`src/rtl/gmc_pkg.sv`:
```
`default_nettype none
package gmc_pkg;

	// mode codes, as reported on the result
	typedef logic [2:0] mode_t;
	localparam mode_t MODE_IDLE         = 3'd0;
	localparam mode_t MODE_KEYBOARD     = 3'd1;
	localparam mode_t MODE_CURSOR_MOVE  = 3'd2;
	localparam mode_t MODE_CURSOR_CLICK = 3'd3;
	localparam mode_t MODE_MOUSE_MOVE   = 3'd4;
	localparam mode_t MODE_MOUSE_CLICK  = 3'd5;

	// configuration register indexes
	localparam int CFG_IDX_W = 3;
	localparam int CFG_DATA_W = 22;
	typedef logic [CFG_IDX_W-1:0] cfg_idx_t;
	localparam cfg_idx_t CFG_MOUSE_ONLY      = 3'd0;
	localparam cfg_idx_t CFG_PINCH_GAP_LIMIT = 3'd1;
	localparam cfg_idx_t CFG_CLICK_SUM_LIMIT = 3'd2;
	localparam cfg_idx_t CFG_PINCH_FRAMES    = 3'd3;
	localparam cfg_idx_t CFG_IDLE_LIMIT_MS   = 3'd4;

	localparam int WINDOW_LEN_DEF = 10;
	localparam int HEIGHT_W = 16;
	localparam int RISE_W = HEIGHT_W + 1;
	localparam int ACCEL_W = HEIGHT_W + 2;
	localparam int LIMIT_W = 22;

	typedef struct packed {
		logic                        mouse_only;
		logic [15:0]                 pinch_gap_limit;
		logic signed [LIMIT_W-1:0]   click_sum_limit;
		logic [7:0]                  pinch_frames;
		logic [15:0]                 idle_limit_ms;
	} cfg_t;

	localparam cfg_t CFG_RESET = '{
		mouse_only:      1'b0,
		pinch_gap_limit: 16'd300,
		click_sum_limit: -22'sd40,
		pinch_frames:    8'd30,
		idle_limit_ms:   16'd100
	};

	typedef struct packed {
		logic                        key_down;
		logic                        markers_ok;
		logic signed [HEIGHT_W-1:0]  tip_height;
		logic [15:0]                 finger_gap;
		logic [15:0]                 pointer_x;
		logic [15:0]                 pointer_y;
		logic                        button_down;
		logic [7:0]                  elapsed_ms;
	} frame_t;

	typedef struct packed {
		mode_t       mode;
		logic        mode_changed;
		logic        click_pulse;
		mode_t       left_mode;
		logic [15:0] left_mode_ms;
	} result_t;

	// mode tracker to window: run the click test on this frame
	typedef struct packed {
		logic                        update;
		logic signed [HEIGHT_W-1:0]  height;
	} win_ctl_t;

endpackage
`default_nettype wire

```
`src/rtl/gmc_window.sv`:
```
`default_nettype none
module gmc_window #(
	parameter int WINDOW_LEN = gmc_pkg::WINDOW_LEN_DEF
) (
	input  wire logic                                  clk,
	input  wire logic                                  arst_n,
	input  wire gmc_pkg::win_ctl_t                     ctl,
	input  wire logic signed [gmc_pkg::LIMIT_W-1:0]   limit,
	output logic                                       hit
);
	import gmc_pkg::*;

	localparam int PTR_W = (WINDOW_LEN > 1) ? $clog2(WINDOW_LEN) : 1;
	localparam int FILL_W = $clog2(WINDOW_LEN + 1);
	localparam int SUM_W = ACCEL_W + $clog2(WINDOW_LEN);
	localparam int CMP_W = (SUM_W > LIMIT_W) ? SUM_W : LIMIT_W;
	localparam logic [FILL_W-1:0] FILL_FULL = FILL_W'(WINDOW_LEN);
	localparam logic [PTR_W-1:0] PTR_LAST = PTR_W'(WINDOW_LEN - 1);

	logic signed [ACCEL_W-1:0]  win_q [WINDOW_LEN];
	logic [PTR_W-1:0]           pos_q;
	logic [FILL_W-1:0]          fill_q;
	logic signed [SUM_W-1:0]    sum_q;
	logic signed [HEIGHT_W-1:0] last_height_q;
	logic signed [RISE_W-1:0]   last_rise_q;

	logic signed [RISE_W-1:0]   rise;
	logic signed [ACCEL_W-1:0]  accel;
	logic signed [ACCEL_W-1:0]  oldest;
	logic signed [SUM_W-1:0]    sum_new;
	logic                       full;
	logic                       full_new;
	logic signed [CMP_W-1:0]    sum_cmp;
	logic signed [CMP_W-1:0]    limit_cmp;

	always_comb begin
		rise = {ctl.height[HEIGHT_W-1], ctl.height} - {last_height_q[HEIGHT_W-1], last_height_q};
		accel = {rise[RISE_W-1], rise} - {last_rise_q[RISE_W-1], last_rise_q};
		full = (fill_q == FILL_FULL);
		full_new = full || (fill_q == FILL_W'(WINDOW_LEN - 1));
		oldest = full ? win_q[pos_q] : '0;
		sum_new = sum_q + {{(SUM_W-ACCEL_W){accel[ACCEL_W-1]}}, accel}
			- {{(SUM_W-ACCEL_W){oldest[ACCEL_W-1]}}, oldest};
		sum_cmp = CMP_W'(sum_new);
		limit_cmp = CMP_W'(limit);
		hit = full_new && (sum_cmp < limit_cmp);
	end

	always_ff @(posedge clk or negedge arst_n) begin
		if (!arst_n) begin
			pos_q <= '0;
			fill_q <= '0;
			sum_q <= '0;
			last_height_q <= '0;
			last_rise_q <= '0;
		end else if (ctl.update) begin
			pos_q <= (pos_q == PTR_LAST) ? '0 : pos_q + 1'b1;
			if (!full) begin
				fill_q <= fill_q + 1'b1;
			end
			sum_q <= sum_new;
			last_height_q <= ctl.height;
			last_rise_q <= rise;
		end
	end

	// sample storage, no reset: only read once every slot has been written
	always_ff @(posedge clk) begin
		if (ctl.update) begin
			win_q[pos_q] <= accel;
		end
	end

endmodule
`default_nettype wire

```
`src/rtl/gmc_mode.sv`:
```
`default_nettype none
module gmc_mode (
	input  wire logic               clk,
	input  wire logic               arst_n,
	input  wire logic               advance,
	input  wire gmc_pkg::frame_t    frame_s1,
	input  wire gmc_pkg::cfg_t      cfg,
	input  wire logic               click_hit,
	output gmc_pkg::win_ctl_t       win_ctl,
	output gmc_pkg::result_t        result_d
);
	import gmc_pkg::*;

	mode_t       cur_mode_q;
	logic [15:0] last_x_q;
	logic [15:0] last_y_q;
	logic [7:0]  pinch_cnt_q;
	logic [15:0] idle_ms_q;
	logic [15:0] mode_ms_q;

	logic [16:0] idle_sum;
	logic [16:0] mode_sum;
	logic [15:0] idle_sat;
	logic [15:0] mode_sat;
	logic        moved;
	logic        no_track;
	logic        track_run;
	logic        click;
	logic        pinch_eval;
	logic        pinch;
	logic [7:0]  pinch_next;
	logic        pinch_hit;
	logic        matched;
	logic        changed;
	mode_t       next_mode;

	always_comb begin
		idle_sum = {1'b0, idle_ms_q} + {9'd0, frame_s1.elapsed_ms};
		mode_sum = {1'b0, mode_ms_q} + {9'd0, frame_s1.elapsed_ms};
		idle_sat = idle_sum[16] ? 16'hFFFF : idle_sum[15:0];
		mode_sat = mode_sum[16] ? 16'hFFFF : mode_sum[15:0];
		moved = (frame_s1.pointer_x != last_x_q) || (frame_s1.pointer_y != last_y_q);

		no_track = !cfg.mouse_only && !frame_s1.markers_ok;
		track_run = !frame_s1.key_down && !cfg.mouse_only && frame_s1.markers_ok
			&& ((cur_mode_q == MODE_CURSOR_MOVE) || (cur_mode_q == MODE_MOUSE_MOVE));
		click = track_run && click_hit;

		pinch_eval = !frame_s1.key_down && !cfg.mouse_only && frame_s1.markers_ok && !click;
		pinch = frame_s1.finger_gap < cfg.pinch_gap_limit;
		if (!pinch) begin
			pinch_next = '0;
		end else if (pinch_cnt_q == 8'hFF) begin
			pinch_next = pinch_cnt_q;
		end else begin
			pinch_next = pinch_cnt_q + 1'b1;
		end
		pinch_hit = pinch_eval && pinch && (pinch_next >= cfg.pinch_frames);

		matched = 1'b1;
		next_mode = cur_mode_q;
		if (frame_s1.key_down) begin
			next_mode = MODE_KEYBOARD;
		end else if (no_track) begin
			next_mode = MODE_IDLE;
		end else if (click) begin
			next_mode = MODE_CURSOR_CLICK;
		end else if (pinch_hit) begin
			next_mode = MODE_CURSOR_MOVE;
		end else if (frame_s1.button_down) begin
			next_mode = MODE_MOUSE_CLICK;
		end else if (moved) begin
			next_mode = MODE_MOUSE_MOVE;
		end else if (idle_sat > cfg.idle_limit_ms) begin
			next_mode = MODE_IDLE;
		end else if (cur_mode_q == MODE_CURSOR_CLICK) begin
			// click lasts a single frame
			next_mode = MODE_IDLE;
		end else begin
			matched = 1'b0;
		end
		changed = matched && (next_mode != cur_mode_q);

		win_ctl.update = advance && track_run;
		win_ctl.height = frame_s1.tip_height;

		result_d.mode = changed ? next_mode : cur_mode_q;
		result_d.mode_changed = changed;
		result_d.click_pulse = click;
		result_d.left_mode = changed ? cur_mode_q : MODE_IDLE;
		result_d.left_mode_ms = changed ? mode_sat : 16'd0;
	end

	always_ff @(posedge clk or negedge arst_n) begin
		if (!arst_n) begin
			cur_mode_q <= MODE_IDLE;
			last_x_q <= '0;
			last_y_q <= '0;
			pinch_cnt_q <= '0;
			idle_ms_q <= '0;
			mode_ms_q <= '0;
		end else if (advance) begin
			last_x_q <= frame_s1.pointer_x;
			last_y_q <= frame_s1.pointer_y;
			if (pinch_eval) begin
				pinch_cnt_q <= pinch_next;
			end
			idle_ms_q <= matched ? 16'd0 : idle_sat;
			mode_ms_q <= changed ? 16'd0 : mode_sat;
			if (changed) begin
				cur_mode_q <= next_mode;
			end
		end
	end

endmodule
`default_nettype wire

```
`src/rtl/gesture_mode_classifier.sv`:
```
// channel   | direction | handshake                   | payload
// frame     | in        | frame_valid / frame_ready   | frame (gmc_pkg::frame_t)
// result    | out       | result_valid / result_ready | result (gmc_pkg::result_t)
// config    | in        | cfg_we                      | cfg_idx, cfg_data
//
// one frame per cycle sustained unless the result stalls; result_valid rises once the frame
// register and then the result register have taken it; a stall can hold it between the two
// throughput set by the single classify stage between the frame register and result register
// arst_n clears mode, counters, click window state and loads the configuration defaults
// a stalled result holds in the result register; the frame register keeps taking requests
// until both it and the result register are full
`default_nettype none
module gesture_mode_classifier #(
	parameter int WINDOW_LEN = gmc_pkg::WINDOW_LEN_DEF
) (
	input  wire logic                             clk,
	input  wire logic                             arst_n,
	input  wire logic                             frame_valid,
	output logic                                  frame_ready,
	input  wire gmc_pkg::frame_t                  frame,
	output logic                                  result_valid,
	input  wire logic                             result_ready,
	output gmc_pkg::result_t                      result,
	input  wire logic                             cfg_we,
	input  wire logic [gmc_pkg::CFG_IDX_W-1:0]    cfg_idx,
	input  wire logic [gmc_pkg::CFG_DATA_W-1:0]   cfg_data
);
	import gmc_pkg::*;

	// configuration registers
	cfg_t     cfg_q;

	// input stage
	logic     valid_s1;
	frame_t   frame_s1;

	// result register
	logic     res_valid_q;
	result_t  res_q;

	logic     advance;
	logic     click_hit;
	win_ctl_t win_ctl;
	result_t  result_d;

	// classify stage fires when it holds a frame and the result register is free or being drained
	assign advance = valid_s1 && (!res_valid_q || result_ready);
	assign frame_ready = !valid_s1 || advance;
	assign result_valid = res_valid_q;
	assign result = res_q;

	always_ff @(posedge clk or negedge arst_n) begin
		if (!arst_n) begin
			cfg_q <= CFG_RESET;
		end else if (cfg_we) begin
			case (cfg_idx)
				CFG_MOUSE_ONLY:      cfg_q.mouse_only <= cfg_data[0];
				CFG_PINCH_GAP_LIMIT: cfg_q.pinch_gap_limit <= cfg_data[15:0];
				CFG_CLICK_SUM_LIMIT: cfg_q.click_sum_limit <= $signed(cfg_data[LIMIT_W-1:0]);
				CFG_PINCH_FRAMES:    cfg_q.pinch_frames <= cfg_data[7:0];
				CFG_IDLE_LIMIT_MS:   cfg_q.idle_limit_ms <= cfg_data[15:0];
				default: begin
					// unmapped index, write dropped
				end
			endcase
		end
	end

	// frame register handshake
	always_ff @(posedge clk or negedge arst_n) begin
		if (!arst_n) begin
			valid_s1 <= 1'b0;
		end else if (frame_ready) begin
			valid_s1 <= frame_valid;
		end
	end

	always_ff @(posedge clk) begin
		if (frame_ready && frame_valid) begin
			frame_s1 <= frame;
		end
	end

	// result register handshake
	always_ff @(posedge clk or negedge arst_n) begin
		if (!arst_n) begin
			res_valid_q <= 1'b0;
		end else if (advance) begin
			res_valid_q <= 1'b1;
		end else if (result_ready) begin
			res_valid_q <= 1'b0;
		end
	end

	always_ff @(posedge clk) begin
		if (advance) begin
			res_q <= result_d;
		end
	end

	// mode selection, pointer motion, pinch and timers
	gmc_mode u_mode (
		.clk       (clk),
		.arst_n    (arst_n),
		.advance   (advance),
		.frame_s1  (frame_s1),
		.cfg       (cfg_q),
		.click_hit (click_hit),
		.win_ctl   (win_ctl),
		.result_d  (result_d)
	);

	// running sum of height second differences for the click test
	gmc_window #(
		.WINDOW_LEN (WINDOW_LEN)
	) u_window (
		.clk    (clk),
		.arst_n (arst_n),
		.ctl    (win_ctl),
		.limit  (cfg_q.click_sum_limit),
		.hit    (click_hit)
	);

endmodule
`default_nettype wire

```
`config.mk`:
```
export PLATFORM = sky130hd
export DESIGN_NAME = gesture_mode_classifier
export DESIGN_NICKNAME = d
export VERILOG_FILES = /design/src/rtl/gmc_pkg.sv /design/src/rtl/gmc_window.sv /design/src/rtl/gmc_mode.sv /design/src/rtl/gesture_mode_classifier.sv
export SDC_FILE = /design/constraint.sdc
export NUM_CORES = 1
export LEC_CHECK = 0
export BUFFER_PORTS_ARGS = -buffer_cell sky130_fd_sc_hd__buf_4
export CORE_AREA = 8 8 206 208
export CTS_CLUSTER_DIAMETER = 50
export DETAILED_ROUTE_END_ITERATION = 8
export DIE_AREA = 0 0 214 216
export PLACE_DENSITY = 0.8
export SYNTH_ARGS = -nofsm -noshare
export SYNTH_HDL_FRONTEND = slang
export SYNTH_SLANG_ARGS = --single-unit
```
`constraint.sdc`:
```
create_clock -name clk -period 11.3 [get_ports clk]
set_clock_uncertainty 0.2 [all_clocks]
set_input_delay 0 -clock clk [delete_from_list [all_inputs] [get_ports clk]]
set_output_delay 0 -clock clk [all_outputs]
set_load 0.01 [all_outputs]
```
==> results.yml <==
placement:
  place.gp.congestion: 0.869
  io_buffers: 130
  hpwl_mm: 35.9
cells_and_area:
  drive_gt1_frac: 0.165
  final_cell_mix: "nand2_1 (322), edfxtp_1 (279), dlygate4sd3_1 (207), dfrtp_1 (173), buf_4 (163)"
  nNetsFinal: 2612
  layout_commonest_cell: "nand2_1"
  area_growth_pct: 22.8
routing:
  drc: 0
  wl_mm: 63.3
  drt_iter0_drc: 1562
  firstDrtPassIters: 6
  vias_per_cell: 6.00
  vias: 17500
  ant_nets: 0
  wire_per_inst_um: 21.7
sta:
  final-hold-violation-count: 0
  final-setup-viol-count: 0
  tightest_slew_ns: 1.16
  rsz0062_at_grt: "no"
  timing.final.crit_share: 0.853
  slew_headroom: 0.225
  slew_viol_final: 0
  timing.fmax_mhz: 104
  period_minus_slack_ns: 9.64
  fin_tns_setup_ns: 0
worst_setup_path:
  worstPathMaxFanout: 23
  cp-start-kind: "flip-flop"
  reg2reg_depth: 33
  cpMostUsedCell: "ha_1"
  critPathKind: "reg2reg"
  worst_setup_path_end_kind: "flip-flop"
  max_stage_delay_ns: 0.70
  crit_required_ns: 11.45
  crit_arrival_ns: 9.79
  slowest_stage: "xor2_1"
clock_network:
  clk_pin_slew_ns: 0.07
  cts_tree: "built"
  htreeDepth: 2
  postCtsSetupBuffers: 0
  cts-root-buf: "clkbuf_16"
  clkLatencyLatePin_ns: 0.59
  cts_sinks: 482
  clockBufferDepth: 3
  numCtsBuffers: 51
floorplanning:
  die_h_um: 216
  die_w_um: 214
  start_util: 0.609
  io_pins: 131
  core_um2: 39200
  dieArea_um2: 46200
  num_rows: 73
logic_synthesis:
  ys_types: 75
  synthFlopType: "edfxtp_1"
  synth-seq-area-share: 0.566
  yosysTopAreaCellShare: 0.351
  syn_nets: 2255
  synth_warnings: 0
  synth_edf_count: 279
  ys_ff_latch: 482
  syn_avg_cell_area_um2: 12.0
  synthCells: 1989
  netlist_area_um2: 23900
  synth_largest_area_cell: "edfxtp_1"
  async_reset_ff_frac: 0.421
  synthTopCellsByArea: "edfxtp_1 (35%), dfrtp_1 (18%), ha_1 (7.1%), nand2_1 (5.1%), mux4_2 (3.4%)"
global_route:
  grt_usage: 0.272
  grt_max_degree: 87
  antenna_found_initial: 1
  grt_first_pass_wirelength_mm: 101
  first_global_vias: 18700
  overflow: 0
min_path:
  timing.hold.worst_path_depth: 4
  holdCritPathClass: "in2reg"
outcome:
  outcome: "completed"
flow_run:
  drv_cap: 0
critical path, delay by kind of cell (launching register included):
family / cells / cell delay, ns
buffers and inverters: 1 / 0.29
adders and majority gates: 5 / 1.88
AOI/OAI and AO/OA: 15 / 3.76
xor gates and xnor gates: 3 / 1.00
DFF: 1 / 0.44
and+or+nand+nor: 9 / 1.84
final timing paths:
| kind | from | to | slack (ns) |
|---|---|---|---|
| max | frame_s1[58]$_DFFE_PP_ | result[17]$_SDFFCE_PN0P_ | 1.66 |
| min | cfg_data[2] | cfg_q[48]$_DFFE_PN1P_ | 0.05 |
| max reg2reg | frame_s1[58]$_DFFE_PP_ | result[17]$_SDFFCE_PN0P_ | 1.66 |
| min reg2reg | u_window.fill_q[3]$_DFFE_PN0P_ | u_window.fill_q[3]$_DFFE_PN0P_ | 0.27 |
| max in group asynchronous | arst_n | u_window.last_height_q[4]$_DFFE_PN0P_ | 9.62 |
| min in group asynchronous | arst_n | cfg_q[19]$_DFFE_PN1P_ | 0.37 |
layout make-up:
type	instances	area, um^2
Antenna cell	1	2.50
Clock buffer	59	1330
Clock inverter	37	324
Fill cell	2279	9890
Inverter	135	507
Multi-Input combinational cell	1304	9640
Sequential cell	482	13500
Tap cell	525	657
Timing Repair Buffer	372	3340
flip-flops by register name, summed over array words and instances (netlist names):
register	cells
cfg_q	63
frame_s1	75
result	24
result_valid	1
u_mode.cur_mode_q	3
u_mode.idle_ms_q	16
u_mode.last_x_q	16
u_mode.last_y_q	16
u_mode.mode_ms_q	16
u_mode.pinch_cnt_q	8
u_window.fill_q	4
u_window.last_height_q	16
u_window.last_rise_q	17
u_window.pos_q	4
u_window.sum_q	22
u_window.win_q	180
valid_s1	1
cells in the mapped netlist (8+ instances only):
cell type and instances:
clkbuf_1 56, o21ai_0 124, o211ai_1 23, nand2b_1 22, a21oi_1 67, nor3_1 22, a21o_1 31, ha_1 136
nand4_1 15, inv_1 133, fa_1 25, edfxtp_1 279, nor2b_1 17, nand3_1 31, nor4_1 12, mux2_2 49
a211oi_1 9, and2_1 8, dfstp_2 29, dfrtp_1 174, nor2_1 85, mux4_2 36, nand2_1 323, xor2_1 56
a31oi_1 14, buf_1 9, or2_2 8, mux2i_1 21, a32o_1 9, xnor2_1 51, o21bai_1 10
per-stage QoR:
stage | worst slack (ns) | hold slack [ns] | cell area, um^2 | util | std cells
after floorplan | 3.49 | -0.496 | 23900 | - | 1989
after global placement | 2.32 | -0.0903 | 25500 | 0.652 | 2610
after detailed placement | 1.98 | -0.0857 | 25500 | 0.652 | 2610
after CTS | 1.90 | 0.00170 | 29300 | 0.747 | 2914
after global routing | 1.01 | 0.0631 | 29300 | 0.748 | 2915
final | 1.66 | 0.0543 | 29300 | 0.748 | 2915
routing by layer:
layer,GRT usage,vias up,wire [um]
met5,0,-,0
met1,0.319,8545,23500
met2,0.478,881,32200
met3,0.0534,228,4810
li1,-,7825,-
met4,0.128,0,2810
timing repair:
action                                 CTS  global route
hold buffers                           208             0
resized for setup                        0             0
endpoints found under the hold margin  224             0
logic make-up after synthesis:
| logic type | Yosys count | share of synthesized area |
|---|---|---|
| buffers and inverters | 203 | 0.0324 |
| XOR/XNOR | 107 | 0.0393 |
| AO/OA/AOI/OAI | 353 | 0.0964 |
| AND/OR/NAND/NOR | 577 | 0.108 |
| multiplexers | 106 | 0.0659 |
| flip-flops | 482 | 0.566 |
| adder cells (fa/ha/maj) | 161 | 0.0923 |
Power is left out: the tool's default activity adds up to more than one toggle a clock period on the data nets, which glitch-free logic cannot reach.
